[src/hw/rtl/fir_pkg.sv]
// ----------------------------------------------------------------------------
// fir_pkg: shared types and constants for the direct-form FIR filter
// Field widths, opcodes, register indexes, request/response structs and the per-cell control struct.
// ----------------------------------------------------------------------------
package fir_pkg;

   localparam int MAX_TAPS    = 128;
   localparam int SAMPLE_BITS = 16;
   localparam int COEFF_BITS  = 16;
   localparam int ACC_BITS    = 40;
   localparam int IDX_BITS    = 7;
   localparam int PROD_BITS   = SAMPLE_BITS + COEFF_BITS;
   localparam int CNT_W       = $clog2(MAX_TAPS);

   localparam int TAP_COUNT_BITS    = 8;
   localparam int OUTPUT_SHIFT_BITS = 5;
   localparam int CSR_DATA_BITS     = 8;
   localparam int CSR_INDEX_BITS    = 1;

   localparam int TAP_COUNT_RESET    = 80;
   localparam int OUTPUT_SHIFT_RESET = 15;

   // opcodes
   localparam logic OP_FILTER = 1'b0;
   localparam logic OP_LOAD   = 1'b1;

   // register indexes
   localparam logic [CSR_INDEX_BITS-1:0] CSR_TAP_COUNT    = 1'b0;
   localparam logic [CSR_INDEX_BITS-1:0] CSR_OUTPUT_SHIFT = 1'b1;

   typedef struct packed {
      logic                          opcode;
      logic [IDX_BITS-1:0]           coeff_index;
      logic signed [COEFF_BITS-1:0]  coeff_value;
      logic signed [SAMPLE_BITS-1:0] sample;
   } fir_req_type;

   typedef struct packed {
      logic signed [SAMPLE_BITS-1:0] filtered;
      logic                          saturated;
   } fir_rsp_type;

   // control broadcast to every cell of the ring
   typedef struct packed {
      logic shift_in;  // new sample enters, history moves one cell older
      logic rotate;    // whole ring moves one cell toward cell 0
   } fir_cell_ctrl_type;

endpackage

[src/hw/rtl/fir_cell.sv]
// ----------------------------------------------------------------------------
// fir_cell: one tap of the filter ring
// Holds one history sample and one coefficient; shifts samples in, rotates
// both toward cell 0 during a pass, and takes coefficient loads.
// ----------------------------------------------------------------------------
module fir_cell
   import fir_pkg::*;
(
   input  logic                          clock,
   input  logic                          reset,
   input  fir_cell_ctrl_type             ctrl,
   input  logic                          load_en,
   input  logic signed [COEFF_BITS-1:0]  load_value,
   input  logic signed [SAMPLE_BITS-1:0] prev_hist,
   input  logic signed [SAMPLE_BITS-1:0] next_hist,
   input  logic signed [COEFF_BITS-1:0]  next_coeff,
   output logic signed [SAMPLE_BITS-1:0] hist,
   output logic signed [COEFF_BITS-1:0]  coeff
);

   logic signed [SAMPLE_BITS-1:0] hist_ff, hist_in;
   logic signed [COEFF_BITS-1:0]  coeff_ff, coeff_in;

   always_comb begin
      hist_in  = hist_ff;
      coeff_in = coeff_ff;
      priority if (load_en) begin
         coeff_in = load_value;
      end else if (ctrl.shift_in) begin
         hist_in = prev_hist;
      end else if (ctrl.rotate) begin
         hist_in  = next_hist;
         coeff_in = next_coeff;
      end else begin
         hist_in  = hist_ff;
         coeff_in = coeff_ff;
      end
   end

   always_ff @(posedge clock) begin
      if (reset) begin
         hist_ff  <= '0;
         coeff_ff <= '0;
      end else begin
         hist_ff  <= hist_in;
         coeff_ff <= coeff_in;
      end
   end

   assign hist  = hist_ff;
   assign coeff = coeff_ff;

endmodule

[config.mk]
export PLATFORM = sky130hd
export DESIGN_NAME = fir_cell
export DESIGN_NICKNAME = d
export VERILOG_FILES = /design/src/hw/rtl/fir_pkg.sv /design/src/hw/rtl/fir_cell.sv
export SDC_FILE = /design/constraint.sdc
export NUM_CORES = 1
export LEC_CHECK = 0
export BUFFER_PORTS_ARGS = -buffer_cell sky130_fd_sc_hd__buf_2
export CAP_MARGIN = 0
export CELL_PAD_IN_SITES_DETAIL_PLACEMENT = 0
export CELL_PAD_IN_SITES_GLOBAL_PLACEMENT = 1
export CORE_UTILIZATION = 30
export DETAILED_ROUTE_END_ITERATION = 12
export PLACE_DENSITY_LB_ADDON = 0.1
export SYNTH_ARGS = -nofsm -noshare
export SYNTH_HDL_FRONTEND = slang
export SYNTH_SLANG_ARGS = --single-unit
[constraint.sdc]
create_clock -name clock -period 1.4 [get_ports clock]
set_clock_uncertainty 0.1 [all_clocks]
set_input_delay 0.14 -clock clock [delete_from_list [all_inputs] [get_ports clock]]
set_output_delay 0.14 -clock clock [all_outputs]
set_load 0.02 [all_outputs]
==> impl_results.md, run 1 <==
- Post-CTS setup buffers: 0
- Post-synth EDFFs: 0
- Pin count of the biggest net entering global routing: 49
- Netlist cell types: 15
- Met3 wire length: 324 µm
- Crit path required time: 1.47 ns
- Via-per-instance ratio: 4.52
- Layout Nets: 351
- Crit path buf inv count: 2
- Int Power: 0.00164 W
- Max Cap Violations: 0
- CP Cell Sequence: dlygate4sd3_1 > buf_2 > o311a_1
- Cell taking the most area after synthesis: dfxtp_1
- Final setup margin: 0.370 ns
- Share of the synthesized area in the top cell type: 39.5%
- Post-synth top cells: dfxtp_1 (32), nor2_1 (32)
- Post_cts resized: 0
- Synth warn: 0
- Die X-Extent: 75.5 µm
- Clk slew on worst S/H paths: 0.06 ns
- Fraction of layout cells with a size suffix above 1: 45.2%
- I/O pin count: 101
- CTS tree: built
- Sw Pwr: 0.000674 W
- M1 WL: 1820 µm
- Leak Pwr: 1.20 nW
- Placed cells: 336
- # diodes: 0
- Synth top area cells: dfxtp_1 (40%), a211oi_2 (12%), mux2i_1 (9.9%)
- Startpoint types: primary input
- Syn avg cell area: 9.11 µm²
- Worst slew margin: 47.6%
- Area of the core: 5170 µm²
- Sequential share of power: 43.9%
- CTS Buffer Depth: 2
- IO Port Bufs: 100
- Syn_nets: 247
- Top delay family on crit path: buffers and inverters
- Total GRT Usage: 13.7%
- Chip Height: 75.5 µm
- Fmax: 0.971 GHz
- Die ar.: 5700 µm²
- Pre-CTS setup slack: 0.165 ns
- Initial DRC Count: 34
- Final worst path period share: 73.5%
- Final hold violations: 0
- Worst-skew pair later-pin latency: 0.28 ns
- Placer congestion estimate: 0.667
- CTS H-tree depth: 2
- Hold Path Class: primary input to flop
- Vias in the first global route: 1367
- Routed WL: 4000 µm
- PwrDens: 998 nW/µm²
- Antenna viol nets, final: 0
- End-of-flow core utilization: 44.9%
- Total negative slack: 0 ns
- Worst path arrival time: 1.10 ns
- Prevailing post-synth register cell: dfxtp_1
- Worst-Margin Slew: 0.786 ns
- Via count: 1594
- Switching part of the total: 29.1%
- CP Max Fanout: 1
- Non-filler cells, final: 353
- Router iterations before antenna repair: 4
- Post-Syn Instances: 178
- Crit. End Element: flop
- P&R area growth vs syn: 43.2%
- # setup viols final: 0
- Cell Area, Synth: 1620 µm²
- DR WL met2: 1810 µm
- DP HPWL: 2800 µm
- VDD IR max: 0.376 mV
- Num CTS Buffers: 5
- Pins over their slew limit: 0
- Yosys reg bits: 32
- Hold Slack: 0.00791 ns
- Initial core utilization: 31.3%
- Final min period: 1.03 ns
- Routed wire per std cell: 11.3 µm
- Top Layer Used: met4
- Share of flip-flops with an asynchronous set or reset: 0%
- Rows: 26
- Slowest library cell on the worst path: dlygate4sd3_1
- Global-route wire length before repair: 5780 µm
- Worst path max stage delay: 0.53 ns
- RSZ-0062 raised after global routing: false
- Status: finished clean
- DRC errors left: 0
- Congestion Overflow GR: 0
- Clock Sinks: 32
- Initial antenna violation count: 0
- Sequential-to-total area share from yosys stat: 39.5%
- WS Path Type: primary input to flop
- Root Driver: clkbuf_8
- Filler cell count in the final layout: 519
- Clock power share: 31.4%
- Logic pwr share: 24.6%
## placed cells by master (no fill, tap or decap), drive strengths merged
| master | instances |
|---|---|
| buf | 104 |
| nor2 | 32 |
| dfxtp | 32 |
| mux2i | 16 |
| a211oi | 16 |
| nand2 | 16 |
| inv | 16 |
| a21oi | 16 |
| o311a | 16 |
| dlygate4sd3 | 9 |
| clkbuf | 8 |
| o21ba | 1 |
| nand2b | 1 |
## area by class of cell
cell class	count	area (µm²)	share of cell area, %
Sequential cell	32	641	27.6
Clock buffer	8	90.1	3.88
Tap cell	70	87.6	3.77
Timing Repair Buffer	113	633	27.3
Inverter	16	60.1	2.59
Multi-Input combinational cell	114	811	34.9
## what timing repair did
item / 4_1_cts / 5_1_grt
setup endpoints to repair: 0 / 0
hold buffers: 9 / 0
hold endpoints to repair: 9 / 0
## worst paths after layout
check,endpoint,slack (ns),depth (start not counted),startpoint
worst max register to register,coeff[5],0.57,3,coeff[5]
worst min register to register,hist[13],0.43,2,hist[13]
worst max-delay path,coeff[15],0.37,3,next_coeff[15]
worst min-delay path,coeff[4],0.008,2,next_coeff[4]
## flip-flops by register name, summed over array words and instances (netlist names)
register	flops
hist	16
coeff	16
## power by group through the flow
stage | clock network, W | registers, W | logic, W
floorplan | 0 | 0.00113 | 0.000269
global placement | 0 | 0.00104 | 0.000555
detailed placement | 0 | 0.00104 | 0.000556
CTS | 0.000775 | 0.00102 | 0.000578
global route | 0.000805 | 0.00103 | 0.000630
finish | 0.000729 | 0.00102 | 0.000571
## metrics by stage
| step | area, µm² | total power [W] |
|---|---|---|
| 6_report | 2320 | 0.00232 |
| 5_1_grt | 2320 | 0.00246 |
| 4_1_cts | 2320 | 0.00237 |
| 3_5_place_dp | 2140 | 0.00160 |
| 3_3_place_gp | 2140 | 0.00159 |
| 2_1_floorplan | 1620 | 0.00140 |
## metal layers
layer  track usage, %  vias up
met4             7.41        0
met5                0        -
li1                 -      826
met2             24.0       69
met1             15.3      693
met3             3.31        6
## logic make-up (layout without fill, tap and decap cells)
kind of cell | Yosys count | after routing | synth area share, %
and+or+nand+nor | 49 | 49 | 12.0
AOI/OAI and AO/OA | 49 | 49 | 28.2
DFF | 32 | 32 | 39.5
muxes | 16 | 16 | 9.88
buffers and inverters | 32 | 137 | 10.5
(Power assumes the default switching activity.)
==> inputs of run 2 (changes only) <==
- clock period: 1.4 -> 1 ns (I/O delays scaled with it)
==> run 2 against run 1 <==
The run now ends with negative hold slack left. Sequential share of layout area fell by 1.7 points. Global-route usage about the same. Hold slack worse by 0.030 ns. Flip-flop and latch count unchanged. Non-clock buffer count up 5. First-iteration DRC count is 41% lower. Critical path depth is the same. Critical endpoint is now coeff[1]. Largest cell class unchanged. Highest routed layer unchanged.
==> impl_results.md, run 2 (same netlist as run 1, synthesis figures left out) <==
- CTS Buffer Depth: 2
- Final hold violations: 1
- Rows: 26
- Worst path arrival time: 1.07 ns
- Switching part of the total: 26.2%
- Placed cells: 339
- Hold Crit Depth: 2
- Area of the core: 5170 µm²
- Startpoint types: primary input
- P&R area growth vs syn: 54.1%
- GRT met1 Usage: 14.8%
- Placer congestion estimate: 0.697
- Worst-skew pair later-pin latency: 0.28 ns
- Top delay family on crit path: buffers and inverters
- # setup viols final: 0
- Crit path buf inv count: 2
- Violated checks: negative hold slack
- Crit. End Element: flop
- WS Path Type: primary input to flop
- Clock power share: 37.0%
- Die X-Extent: 75.5 µm
- Final Power: 0.00364 W
- Max Cap Violations: 0
- Total GRT Usage: 13.7%
- Final worst path period share: 99.5%
- Reg2reg start: coeff[5]
- VDD IR max: 0.522 mV
- Layout Nets: 356
- Clk slew on worst S/H paths: 0.07 ns
- Top Usage Layer GRT: met2
- Worst slew margin: 55.3%
- Met2 usage: 24.6%
- Most frequent cells in the layout: buf_2 (73), nor2_1 (32), dfxtp_1 (28), buf_4 (28)
- Worst path max stage delay: 0.54 ns
- I/O pin count: 101
- Initial antenna violation count: 0
- HP Start: next_coeff[13]
- Leak Pwr: 1.27 nW
- CP Cell Sequence: dlygate4sd3_1 > buf_2 > o311a_1
- Sw Pwr: 0.000951 W
- Pins over their slew limit: 0
- CTS H-tree depth: 2
- Root Driver: clkbuf_8
- Hold Slack: -0.0224 ns
- PwrDens: 1450 nW/µm²
- DRC errors left: 0
- Via-per-instance ratio: 4.48
- Commonest non-fill, non-tap cell in the layout: buf_2
- Fmax: 1.01 GHz
- Non-filler cells, final: 358
- Routed wire per std cell: 11.1 µm
- Chip Height: 75.5 µm
- Worst-Margin Slew: 0.670 ns
- Reg2reg setup slack: 0.19 ns
- R2r endpoint: coeff[5]
- # diodes: 0
- Logic pwr share: 23.7%
- Router iterations before antenna repair: 4
- Congestion Overflow GR: 0
- DP HPWL: 2870 µm
- Hold_buf cts: 15
- Reg2reg path depth: 3
- Crit path required time: 1.07 ns
- Global-route wire length before repair: 5820 µm
- Pin count of the biggest net entering global routing: 33
- Die ar.: 5700 µm²
- Hold worst-path end: coeff[13]
- Status: finished with violations
- IO Port Bufs: 100
- Post-CTS setup buffers: 0
- Sequential share of power: 39.4%
- Vias in the first global route: 1384
- Hold Path Class: primary input to flop
- Int Power: 0.00268 W
- Num CTS Buffers: 5
- Initial core utilization: 31.3%
- CTS tree: built
- Clock Sinks: 32
- Antenna viol nets, final: 0
- CP Max Fanout: 1
- Routed WL: 3970 µm
- Final min period: 0.995 ns
- Fraction of layout cells with a size suffix above 1: 46.2%
- Via count: 1605
- M3 GR Usage: 3.57%
- Initial DRC Count: 20
- Slowest library cell on the worst path: dlygate4sd3_1
==> run 2: cell types whose count changed in the layout (fill, tap and decap cells not counted), sizes merged <==
cell | before | now
dlygate4sd3 | 9 | 14
buf | 104 | 103
clkbuf | 8 | 7
bufinv | 0 | 1
dlymetal6s4s | 0 | 1
==> run 2: worst max path at each step <==
stage | slack [ns] | from | cells past startpoint | to
6_report | 0.005 | next_coeff[1] | 3 | coeff[1]
5_1_grt | -0.006 | coeff[7] | 1 | coeff[7]
4_1_cts | 0.0006 | hist[0] | 1 | hist[0]
3_5_place_dp | -0.11 | ctrl[1] | 3 | coeff[6]
3_3_place_gp | -0.10 | ctrl[1] | 3 | coeff[7]
2_1_floorplan | 0.004 | ctrl[1] | 4 | coeff[11]
==> run 2: repair_timing <==
item / in CTS / in global routing
endpoints found under the hold margin: 16 / 1
pin swaps: 0 / 2
gates resized for setup: 2 / 26
setup endpoints to repair: 2 / 29
==> run 2: cell type report <==
class / count / area [µm²]
Tap cell: 70 / 87.6
Fill cell: 530 / 2670
Timing Repair Buffer: 118 / 768
Multi-Input combinational cell: 114 / 811
Inverter: 16 / 60.1
Clock inverter: 1 / 30.0
Sequential cell: 32 / 646
Clock buffer: 7 / 96.3
==> run 2: stage by stage <==
stage / setup slack, ns / TNS (ns) / instance area [µm²] / hold WS (ns) / util, %
4_1_cts: 0.000554 / 0 / 2460 / -0.0276 / 47.5
3_5_place_dp: -0.106 / -2.79 / 2180 / 0.253 / 42.1
2_1_floorplan: 0.00398 / 0 / 1620 / 0.159 / -
6_report: 0.00512 / 0 / 2500 / -0.0224 / 48.3
5_1_grt: -0.00569 / -0.00569 / 2500 / -0.0102 / 48.3
3_3_place_gp: -0.103 / -2.76 / 2180 / 0.251 / 42.1
==> run 2: metal layers <==
metal | up-vias | routed length, µm
li1 | 839 | -
met1 | 691 | 1680
met2 | 68 | 1890
met3 | 7 | 333
met4 | 0 | 65
met5 | - | 0
==> run 2: power groups by stage <==
stage | combinational, W | sequential, W | clock, W
2_1_floorplan | 0.000377 | 0.00158 | 0
3_3_place_gp | 0.000791 | 0.00145 | 0
3_5_place_dp | 0.000793 | 0.00145 | 0
4_1_cts | 0.000842 | 0.00143 | 0.00140
5_1_grt | 0.000948 | 0.00144 | 0.00144
6_report | 0.000860 | 0.00143 | 0.00134
