===== config.mk =====
export PLATFORM = sky130hd
export DESIGN_NAME = fir_mac
export DESIGN_NICKNAME = d
export VERILOG_FILES = /design/src/hw/rtl/fir_pkg.sv /design/src/hw/rtl/fir_mac.sv
export SDC_FILE = /design/constraint.sdc
export NUM_CORES = 1
export LEC_CHECK = 0
export ABC_AREA = 0
export BUFFER_PORTS_ARGS = -buffer_cell sky130_fd_sc_hd__buf_4
export CAP_MARGIN = 20
export CORE_UTILIZATION = 50
export DETAILED_ROUTE_END_ITERATION = 8
export PLACE_DENSITY_LB_ADDON = 0.2
export RECOVER_POWER = 100
export SYNTH_ARGS = -nofsm -noshare
export SYNTH_HDL_FRONTEND = slang
export SYNTH_SLANG_ARGS = --single-unit

===== constraint.sdc =====
create_clock -name clock -period 5.55 [get_ports clock]
set_clock_uncertainty 0.1 [all_clocks]
set_input_delay 0.2775 -clock clock [delete_from_list [all_inputs] [get_ports clock]]
set_output_delay 0.2775 -clock clock [all_outputs]
set_load 0.01 [all_outputs]

===== src/hw/rtl/fir_pkg.sv =====
// ----------------------------------------------------------------------------
// fir_pkg: shared types and constants for the direct-form FIR filter
// Field widths, opcodes, register indexes, request/response structs and the per-cell control struct.
// ----------------------------------------------------------------------------
package fir_pkg;

   localparam int MAX_TAPS    = 128;
   localparam int SAMPLE_BITS = 16;
   localparam int COEFF_BITS  = 16;
   localparam int ACC_BITS    = 40;
   localparam int IDX_BITS    = 7;
   localparam int PROD_BITS   = SAMPLE_BITS + COEFF_BITS;
   localparam int CNT_W       = $clog2(MAX_TAPS);

   localparam int TAP_COUNT_BITS    = 8;
   localparam int OUTPUT_SHIFT_BITS = 5;
   localparam int CSR_DATA_BITS     = 8;
   localparam int CSR_INDEX_BITS    = 1;

   localparam int TAP_COUNT_RESET    = 80;
   localparam int OUTPUT_SHIFT_RESET = 15;

   // opcodes
   localparam logic OP_FILTER = 1'b0;
   localparam logic OP_LOAD   = 1'b1;

   // register indexes
   localparam logic [CSR_INDEX_BITS-1:0] CSR_TAP_COUNT    = 1'b0;
   localparam logic [CSR_INDEX_BITS-1:0] CSR_OUTPUT_SHIFT = 1'b1;

   typedef struct packed {
      logic                          opcode;
      logic [IDX_BITS-1:0]           coeff_index;
      logic signed [COEFF_BITS-1:0]  coeff_value;
      logic signed [SAMPLE_BITS-1:0] sample;
   } fir_req_type;

   typedef struct packed {
      logic signed [SAMPLE_BITS-1:0] filtered;
      logic                          saturated;
   } fir_rsp_type;

   // control broadcast to every cell of the ring
   typedef struct packed {
      logic shift_in;  // new sample enters, history moves one cell older
      logic rotate;    // whole ring moves one cell toward cell 0
   } fir_cell_ctrl_type;

endpackage


===== src/hw/rtl/fir_mac.sv =====
// ----------------------------------------------------------------------------
// fir_mac: shared multiply-accumulate
// Registered 16x16 product, then a 40-bit wrapping accumulator.
// ----------------------------------------------------------------------------
module fir_mac
   import fir_pkg::*;
(
   input  logic                          clock,
   input  logic                          reset,
   input  logic                          clear,
   input  logic                          step,
   input  logic                          tap_used,
   input  logic signed [COEFF_BITS-1:0]  coeff,
   input  logic signed [SAMPLE_BITS-1:0] hist,
   output logic signed [ACC_BITS-1:0]    acc
);

   logic signed [PROD_BITS-1:0] prod_ff, prod_in;
   logic                        prod_en_ff, prod_en_in;
   logic signed [ACC_BITS-1:0]  acc_ff, acc_in;

   always_comb begin
      prod_in    = PROD_BITS'(coeff * hist);
      prod_en_in = step && tap_used && !clear;
      if (clear) begin
         acc_in = '0;
      end else if (prod_en_ff) begin
         acc_in = acc_ff + ACC_BITS'(prod_ff);
      end else begin
         acc_in = acc_ff;
      end
   end

   always_ff @(posedge clock) begin
      if (reset) begin
         prod_en_ff <= 1'b0;
         acc_ff     <= '0;
      end else begin
         prod_en_ff <= prod_en_in;
         acc_ff     <= acc_in;
      end
   end

   always_ff @(posedge clock) begin
      prod_ff <= prod_in;
   end

   assign acc = acc_ff;

endmodule


==> flow_metrics.py, run 1 <==
metrics = {
    "worst_setup_path": {
        "maximum_fanout_along_the_worst_path": 9,
        "crit_path_top_delay_cell": "fa_2",
        "worstSetupEndpointType": "register",
        "critical_path.reg2reg.startpoint": "prod_en_ff$_SDFF_PP0_",
        "timing.critical_path.from": "coeff[6]",
        "worstSetupStartpointType": "input pin",
        "rr_worst_depth": 7,
        "critPathKind": "input pin to register",
        "worst_ep_required_time_ns": 5.72,
        "crit-reg2reg-capture": "acc[39]$_SDFFE_PP0P_",
        "cp_cell_sequence": "buf_8, and2_4, fa_1, inv_2, fa_2, fa_2, fa_1, inv_1, fa_1, fa_2, ha_4, and4_4, and2_4, a2111o_1, a2111oi_4, o21ba_4, o2111ai_2, a21oi_2, xnor2_1",
        "max_stage_delay_ns": 0.60,
        "worstSetupEndpoint": "prod_ff[31]$_DFF_P_",
        "r2r_setup_slack_ns": 1.27,
        "timing.critical_path.arrival_ns": 5.78,
    },
    "layout": {
        "num-fill-cells": 2396,
        "fin_nets": 2149,
        "synth_to_layout_area_growth_pct": 17.0,
        "diodes": 0,
        "drive_above_1_share_pct": 14.7,
    },
    "sta": {
        "final_period_minus_worst_setup_slack_ns": 5.61,
        "fmax_mhz": 178,
        "setup_slack_ns": -0.0648,
        "slew_viol_final": 40,
        "timing.final.hold_violations": 0,
        "max-slew-margin-rel_pct": -43.3,
        "rsz0062_at_grt": "yes",
        "setup-violations-final": 2,
        "tightestPinTransition_ns": 2.15,
        "post-route-period-util_pct": 101,
    },
    "synth": {
        "synth_top_flop_cell": "dfxtp_1",
        "synth-seq-area-share_pct": 10.5,
        "synth.net_count": 1986,
        "synth_area_sq_um": 14000,
        "postSynthRegisterBits": 73,
        "synth_top_cells_by_area": "fa_1 38%, ha_1 11%, dfxtp_1 10%, inv_1 8.0%, and2_1 5.7%",
        "yosys_warnings": 0,
        "synth_enable_flop_cells": 0,
        "synth_top_area_share_pct": 37.7,
        "yosysUniqueCellTypes": 60,
        "syn_avg_cell_area_sq_um": 8.92,
        "yosys.area.top_type": "fa_1",
        "postSynth.asyncResetShare_pct": 0,
        "synthCells": 1565,
    },
    "routing": {
        "drt_pass1_iterations": 8,
        "totalWireLength_um": 32200,
        "route.antenna.remaining_nets": 0,
        "post_drt_wl_per_cell_um": 15.3,
        "via_per_inst": 5.15,
        "vias": 10835,
        "drt_iter0_markers": 641,
        "drc": 0,
    },
    "die": {
        "die-height_um": 169,
        "fp.dieArea_sq_um": 28600,
        "core.rowCount": 60,
        "floorplan.initialDensity_pct": 51.4,
        "io_pins": 77,
        "core_region_area_sq_um": 27200,
        "die_span_x_um": 169,
    },
    "clock_network": {
        "clock_tree.root_cell": "clkbuf_16",
        "cts-root-to-sink-buffers": 2,
        "tritoncts": "done",
        "clk-insertion-delay-late_ns": 0.34,
        "tritoncts.num_buffers": 9,
        "clkSinkCount": 73,
        "cts-hold-fix-buffers": 0,
        "clock_tree.htree_level_count": 3,
        "path_clk_slew_ns": 0.06,
    },
    "global_route": {
        "global_route.usage.total_pct": 23.8,
        "grt_first_pass_wirelength_um": 55000,
        "grt_start_max_net_pins": 40,
        "global_route.overflow_total": 0,
        "grt_pass1_vias": 11197,
        "number_of_antenna_violations_at_the_first_check_in_global_routing": 0,
    },
    "status": {
        "failed_checks": "capacitance limit, slew limit, setup timing",
        "status": "finished with violations",
    },
    "placed_design": {
        "port-buffer-count": 76,
        "place.detailed.hpwl_um": 27600,
        "gp_congestion": 0.898,
        "dpl_worst_slack_ns": -0.611,
    },
    "hold_path": {
        "worst_hold_path_type": "input pin to register",
    },
    "job": {
        "drv.max_cap_violation_count": 1,
    },
}
worst max-delay path, delay by kind of cell:
| kind | cells | cell delay [ns] |
|---|---|---|
| simple gates | 3 | 0.45 |
| buf+inv | 3 | 0.22 |
| compound gates | 5 | 1.33 |
| xor+xnor | 1 | 0.13 |
| fa+ha+maj | 7 | 3.37 |
logic make-up after synthesis:
| logic type | count (synthesis) | share of synthesized area [%] |
|---|---|---|
| AND/OR/NAND/NOR | 449 | 15.9 |
| adder cells (fa/ha/maj) | 384 | 48.5 |
| buffers and inverters | 353 | 9.55 |
| AO/OA/AOI/OAI | 233 | 10.9 |
| flip-flops | 73 | 10.5 |
| XOR/XNOR | 57 | 3.57 |
| multiplexers | 16 | 1.16 |
through the flow:
stage	TNS, ns	utilization (%)	instances	hold slack [ns]	cell area, sq um
floorplan	-0.159	-	1565	0.305	14200
global placement	-3.62	58.4	2080	0.360	15900
detailed placement	-4.89	58.4	2080	0.393	15900
CTS	-0.0604	60.2	2103	0.0797	16400
global route	-0.852	60.1	2105	0.0811	16300
finish	-0.103	60.1	2105	0.0827	16300
worst min-delay path by stage:
stage                                     from                    end  slack [ns]  cells past startpoint
after floorplan                        hist[0]     prod_ff[0]$_DFF_P_        0.30                      1
after global placement    acc[39]$_SDFFE_PP0P_   acc[39]$_SDFFE_PP0P_        0.36                      2
after detailed placement  acc[33]$_SDFFE_PP0P_   acc[33]$_SDFFE_PP0P_        0.39                      2
after CTS                             tap_used  prod_en_ff$_SDFF_PP0_        0.08                      2
after global routing                  tap_used  prod_en_ff$_SDFF_PP0_        0.08                      2
final                                 tap_used  prod_en_ff$_SDFF_PP0_        0.08                      2
layout by cell type (no fill, tap or decap), types with 4 or more instances in the layout:
| cell | instances |
|---|---|
| inv_1 | 285 |
| fa_1 | 246 |
| nand2_1 | 153 |
| buf_4 | 147 |
| and2_1 | 116 |
| ha_1 | 113 |
| dfxtp_1 | 73 |
| nor2_1 | 70 |
| a21oi_1 | 61 |
| clkbuf_1 | 46 |
| xnor2_1 | 44 |
| o21ai_0 | 43 |
| a21o_1 | 23 |
| nor3_1 | 21 |
| fa_2 | 17 |
| mux2i_1 | 15 |
| a211oi_1 | 14 |
| nor2b_1 | 14 |
| o21a_1 | 13 |
| xor2_1 | 13 |
| inv_2 | 12 |
| nand3_1 | 12 |
| nand2b_1 | 11 |
| and2_4 | 10 |
| buf_6 | 10 |
| nand4_1 | 9 |
| clkbuf_16 | 9 |
| a211o_1 | 8 |
| ha_4 | 8 |
| a21oi_2 | 7 |
| and3_1 | 7 |
| a31oi_1 | 7 |
| or3_1 | 6 |
| o21bai_1 | 6 |
| o22ai_1 | 6 |
| o211ai_1 | 4 |
sequential cells by signal (all words and copies together), names as in the netlist:
name        count
prod_en_ff      1
acc            40
prod_ff        32
synth_stat cells (all sizes together) (5+ instances only):
library cell and instances:
nand3 12, fa 263, xor2 13, nand4 9, nor2 72, o21bai 6
a211o 8, o21a 14, a31oi 7, o21ai 46, or3 6, a21o 23
nor3 21, a2111oi 5, clkbuf 51, dfxtp 73, nand2 156, o22ai 7
xnor2 44, nand2b 11, a21oi 69, a211oi 15, ha 121, and3 7
nor2b 15, and2 128, mux2i 15, inv 298
metal layers:
layer | GRT usage [%] | wire, um
met1 | 34.5 | 15700
met2 | 38.6 | 14500
met3 | 2.71 | 1590
met4 | 4.78 | 393
met5 | 0 | 0
what timing repair did:
item                                    4_1_cts  5_1_grt
endpoints found under the setup margin        8       13
gates resized for setup                      31       36
pin swaps                                    29       41
setup buffers                                 7        4
area by class of cell:
type	instances	area (sq um)	share of cell area (%)
Timing Repair Buffer	207	1470	9.00
Inverter	298	1120	6.87
Tap cell	372	465	2.85
Multi-Input combinational cell	1139	11500	70.4
Clock buffer	10	229	1.40
Clock inverter	6	92.6	0.567
Sequential cell	73	1460	8.95
Power of run 1 is not shown: default switching activity piles up to over one toggle a cycle in this logic, so the estimate is an artifact.
==> run 2: changes to the inputs <==
--- a/config.mk
+++ b/config.mk
@@ -8,7 +8,9 @@
 export ABC_AREA = 0
 export BUFFER_PORTS_ARGS = -buffer_cell sky130_fd_sc_hd__buf_4
 export CAP_MARGIN = 20
-export CORE_UTILIZATION = 50
+export CELL_PAD_IN_SITES_DETAIL_PLACEMENT = 1
+export CELL_PAD_IN_SITES_GLOBAL_PLACEMENT = 2
+export CORE_UTILIZATION = 37
 export DETAILED_ROUTE_END_ITERATION = 8
 export PLACE_DENSITY_LB_ADDON = 0.2
 export RECOVER_POWER = 100
==> constraint.sdc (replaced) <==
create_clock -name clock -period 5.55 [get_ports clock]
set_clock_uncertainty 0.1 [all_clocks]
set_input_delay 1.11 -clock clock [delete_from_list [all_inputs] [get_ports clock]]
set_output_delay 1.11 -clock clock [all_outputs]
set_load 0.01 [all_outputs]
==> run 2 against run 1 <==
  * The run still ends with capacitance limit, slew limit, setup timing left
  * Wire length grew 19%
  * Worst hold slack gained 0.30 ns
  * Setup slack lost 0.73 ns
  * Largest cell class unchanged
==> flow_metrics.py, run 2 (synthesis gave the netlist of run 1 again) <==
metrics = {
    "global_route": {
        "grt_pass1_vias": 12324,
        "global_route.usage.total_pct": 20.4,
        "global_route.overflow_total": 0,
        "grt_first_pass_wirelength_um": 63100,
        "grt_start_max_net_pins": 40,
        "number_of_antenna_violations_at_the_first_check_in_global_routing": 0,
    },
    "die": {
        "fp.dieArea_sq_um": 38500,
        "io_pins": 77,
        "floorplan.initialDensity_pct": 37.9,
        "core.rowCount": 70,
        "core_region_area_sq_um": 36900,
        "die_span_x_um": 196,
        "die-height_um": 196,
    },
    "worst_setup_path": {
        "rr_worst_depth": 13,
        "maximum_fanout_along_the_worst_path": 6,
        "max_stage_delay_ns": 0.57,
        "worstSetupEndpointType": "register",
        "cp_cell_sequence": "buf_4, buf_4, nand2_1, fa_1, fa_2, fa_1, inv_2, fa_1, fa_1, inv_1, fa_1, inv_2, ha_4, a21o_1, a21oi_2, nor2b_2, a2111o_1, a2111oi_4, o21ba_4, o2111ai_1, a21oi_1, xnor2_1",
        "critical_path.reg2reg.startpoint": "acc[0]$_SDFFE_PP0P_",
        "worstSetupStartpointType": "input pin",
        "r2r_setup_slack_ns": 1.80,
        "timing.critical_path.max_delay_family": "adder cells",
        "crit-reg2reg-capture": "acc[38]$_SDFFE_PP0P_",
        "critical_path_buf_inv_count": 5,
        "worst_ep_required_time_ns": 5.72,
        "crit_path_top_delay_cell": "fa_1",
        "critPathKind": "input pin to register",
        "crit_top_cell": "fa_1",
        "timing.critical_path.arrival_ns": 6.51,
    },
    "sta": {
        "timing.final.hold_violations": 0,
        "totalNegativeSetupSlack_ns": -9.97,
        "fin_hold_ws_ns": 0.381,
        "post-route-period-util_pct": 114,
        "tightestPinTransition_ns": 2.16,
        "setup_slack_ns": -0.791,
        "slew_viol_final": 34,
        "max-slew-margin-rel_pct": -44.1,
        "setup-violations-final": 18,
        "rsz0062_at_grt": "yes",
        "fmax_mhz": 158,
        "final_period_minus_worst_setup_slack_ns": 6.34,
    },
    "routing": {
        "route.antenna.remaining_nets": 0,
        "drc": 0,
        "drt_pass1_iterations": 4,
        "post_drt_wl_per_cell_um": 16.7,
        "via_per_inst": 4.89,
        "vias": 11183,
        "drt_iter0_markers": 314,
        "totalWireLength_um": 38300,
    },
    "clock_network": {
        "cts-root-to-sink-buffers": 2,
        "tritoncts": "done",
        "tritoncts.num_buffers": 9,
        "clock_tree.htree_level_count": 3,
        "clock_tree.root_cell": "clkbuf_16",
        "clkSinkCount": 73,
        "clk-insertion-delay-late_ns": 0.34,
        "path_clk_slew_ns": 0.06,
        "cts-hold-fix-buffers": 0,
    },
    "layout": {
        "diodes": 0,
        "synth_to_layout_area_growth_pct": 22.9,
        "final_common_cell": "inv_1",
        "fin_cells": 2289,
        "largest_register_ffs": 40,
        "fin_nets": 2202,
        "num-fill-cells": 4278,
        "drive_above_1_share_pct": 19.7,
        "mostFrequentLayoutCells": "278 x inv_1, 244 x fa_1, 176 x buf_4",
    },
    "status": {
        "status": "finished with violations",
        "failed_checks": "capacitance limit, slew limit, setup timing",
    },
    "placed_design": {
        "dp.cells": 2259,
        "gp_congestion": 0.826,
        "dpl_worst_slack_ns": -1.47,
        "place.detailed.hpwl_um": 32900,
        "port-buffer-count": 76,
    },
    "job": {
        "drv.max_cap_violation_count": 1,
    },
    "hold_path": {
        "worst_hold_path_type": "register to register",
        "min_delay_path_depth": 2,
        "hold_path_startpoint": "acc[39]$_SDFFE_PP0P_",
        "timing.hold.worst_endpoint": "acc[39]$_SDFFE_PP0P_",
    },
}
==> run 2: how the worst max path moves through the flow <==
stage	start	to	slack [ns]	cells past startpoint
floorplan	coeff[7]	prod_ff[31]$_DFF_P_	-0.92	22
global placement	hist[5]	prod_ff[31]$_DFF_P_	-1.38	21
detailed placement	hist[5]	prod_ff[31]$_DFF_P_	-1.47	21
CTS	hist[6]	prod_ff[31]$_DFF_P_	-0.86	20
global route	coeff[10]	prod_ff[31]$_DFF_P_	-1.0	21
finish	coeff[10]	prod_ff[31]$_DFF_P_	-0.79	22
==> run 2: what timing repair did <==
| item | in CTS | in global routing |
|---|---|---|
| hold endpoints to repair | 0 | 0 |
| pin swaps | 43 | 43 |
| gates resized for setup | 65 | 72 |
| setup endpoints to repair | 19 | 22 |
| setup buffers | 12 | 9 |
==> run 2: area by class of cell <==
class,count,area (sq um),share of cell area (%)
Sequential cell,73,1460,8.52
Clock buffer,12,246,1.44
Inverter,298,1120,6.52
Clock inverter,3,65.1,0.379
Multi-Input combinational cell,1139,11700,68.2
Tap cell,504,631,3.67
Timing Repair Buffer,260,1940,11.3
==> run 2: worst register-to-register path: stages (launching register included) <==
cell       delay [ns]
dfxtp_1          0.35
ha_1             0.22
inv_1            0.07
fa_1             0.38
nor2b_1          0.19
o21ai_0          0.20
a2111oi_0        0.46
nor3_1           0.08
clkbuf_1         0.21
a211oi_1         0.35
nor2_1           0.14
a2111oi_0        0.63
or4_1            0.20
nand3_1          0.07
==> run 2: metrics by stage <==
step                cell area, sq um  util, %
floorplan                      14300        -
global placement               16400     44.6
detailed placement             16400     44.6
CTS                            17100     46.4
global route                   17200     46.6
finish                         17200     46.6
==> run 2: per-layer routing <==
metal,part of all wire (%),global-route usage (%),vias up
met2,47,34.5,126
met5,0,0,-
met1,50,28.9,5675
met3,2.1,1.05,24
met4,1.3,4.02,0
li1,-,-,5358
Power of run 2 is left out for the same reason.
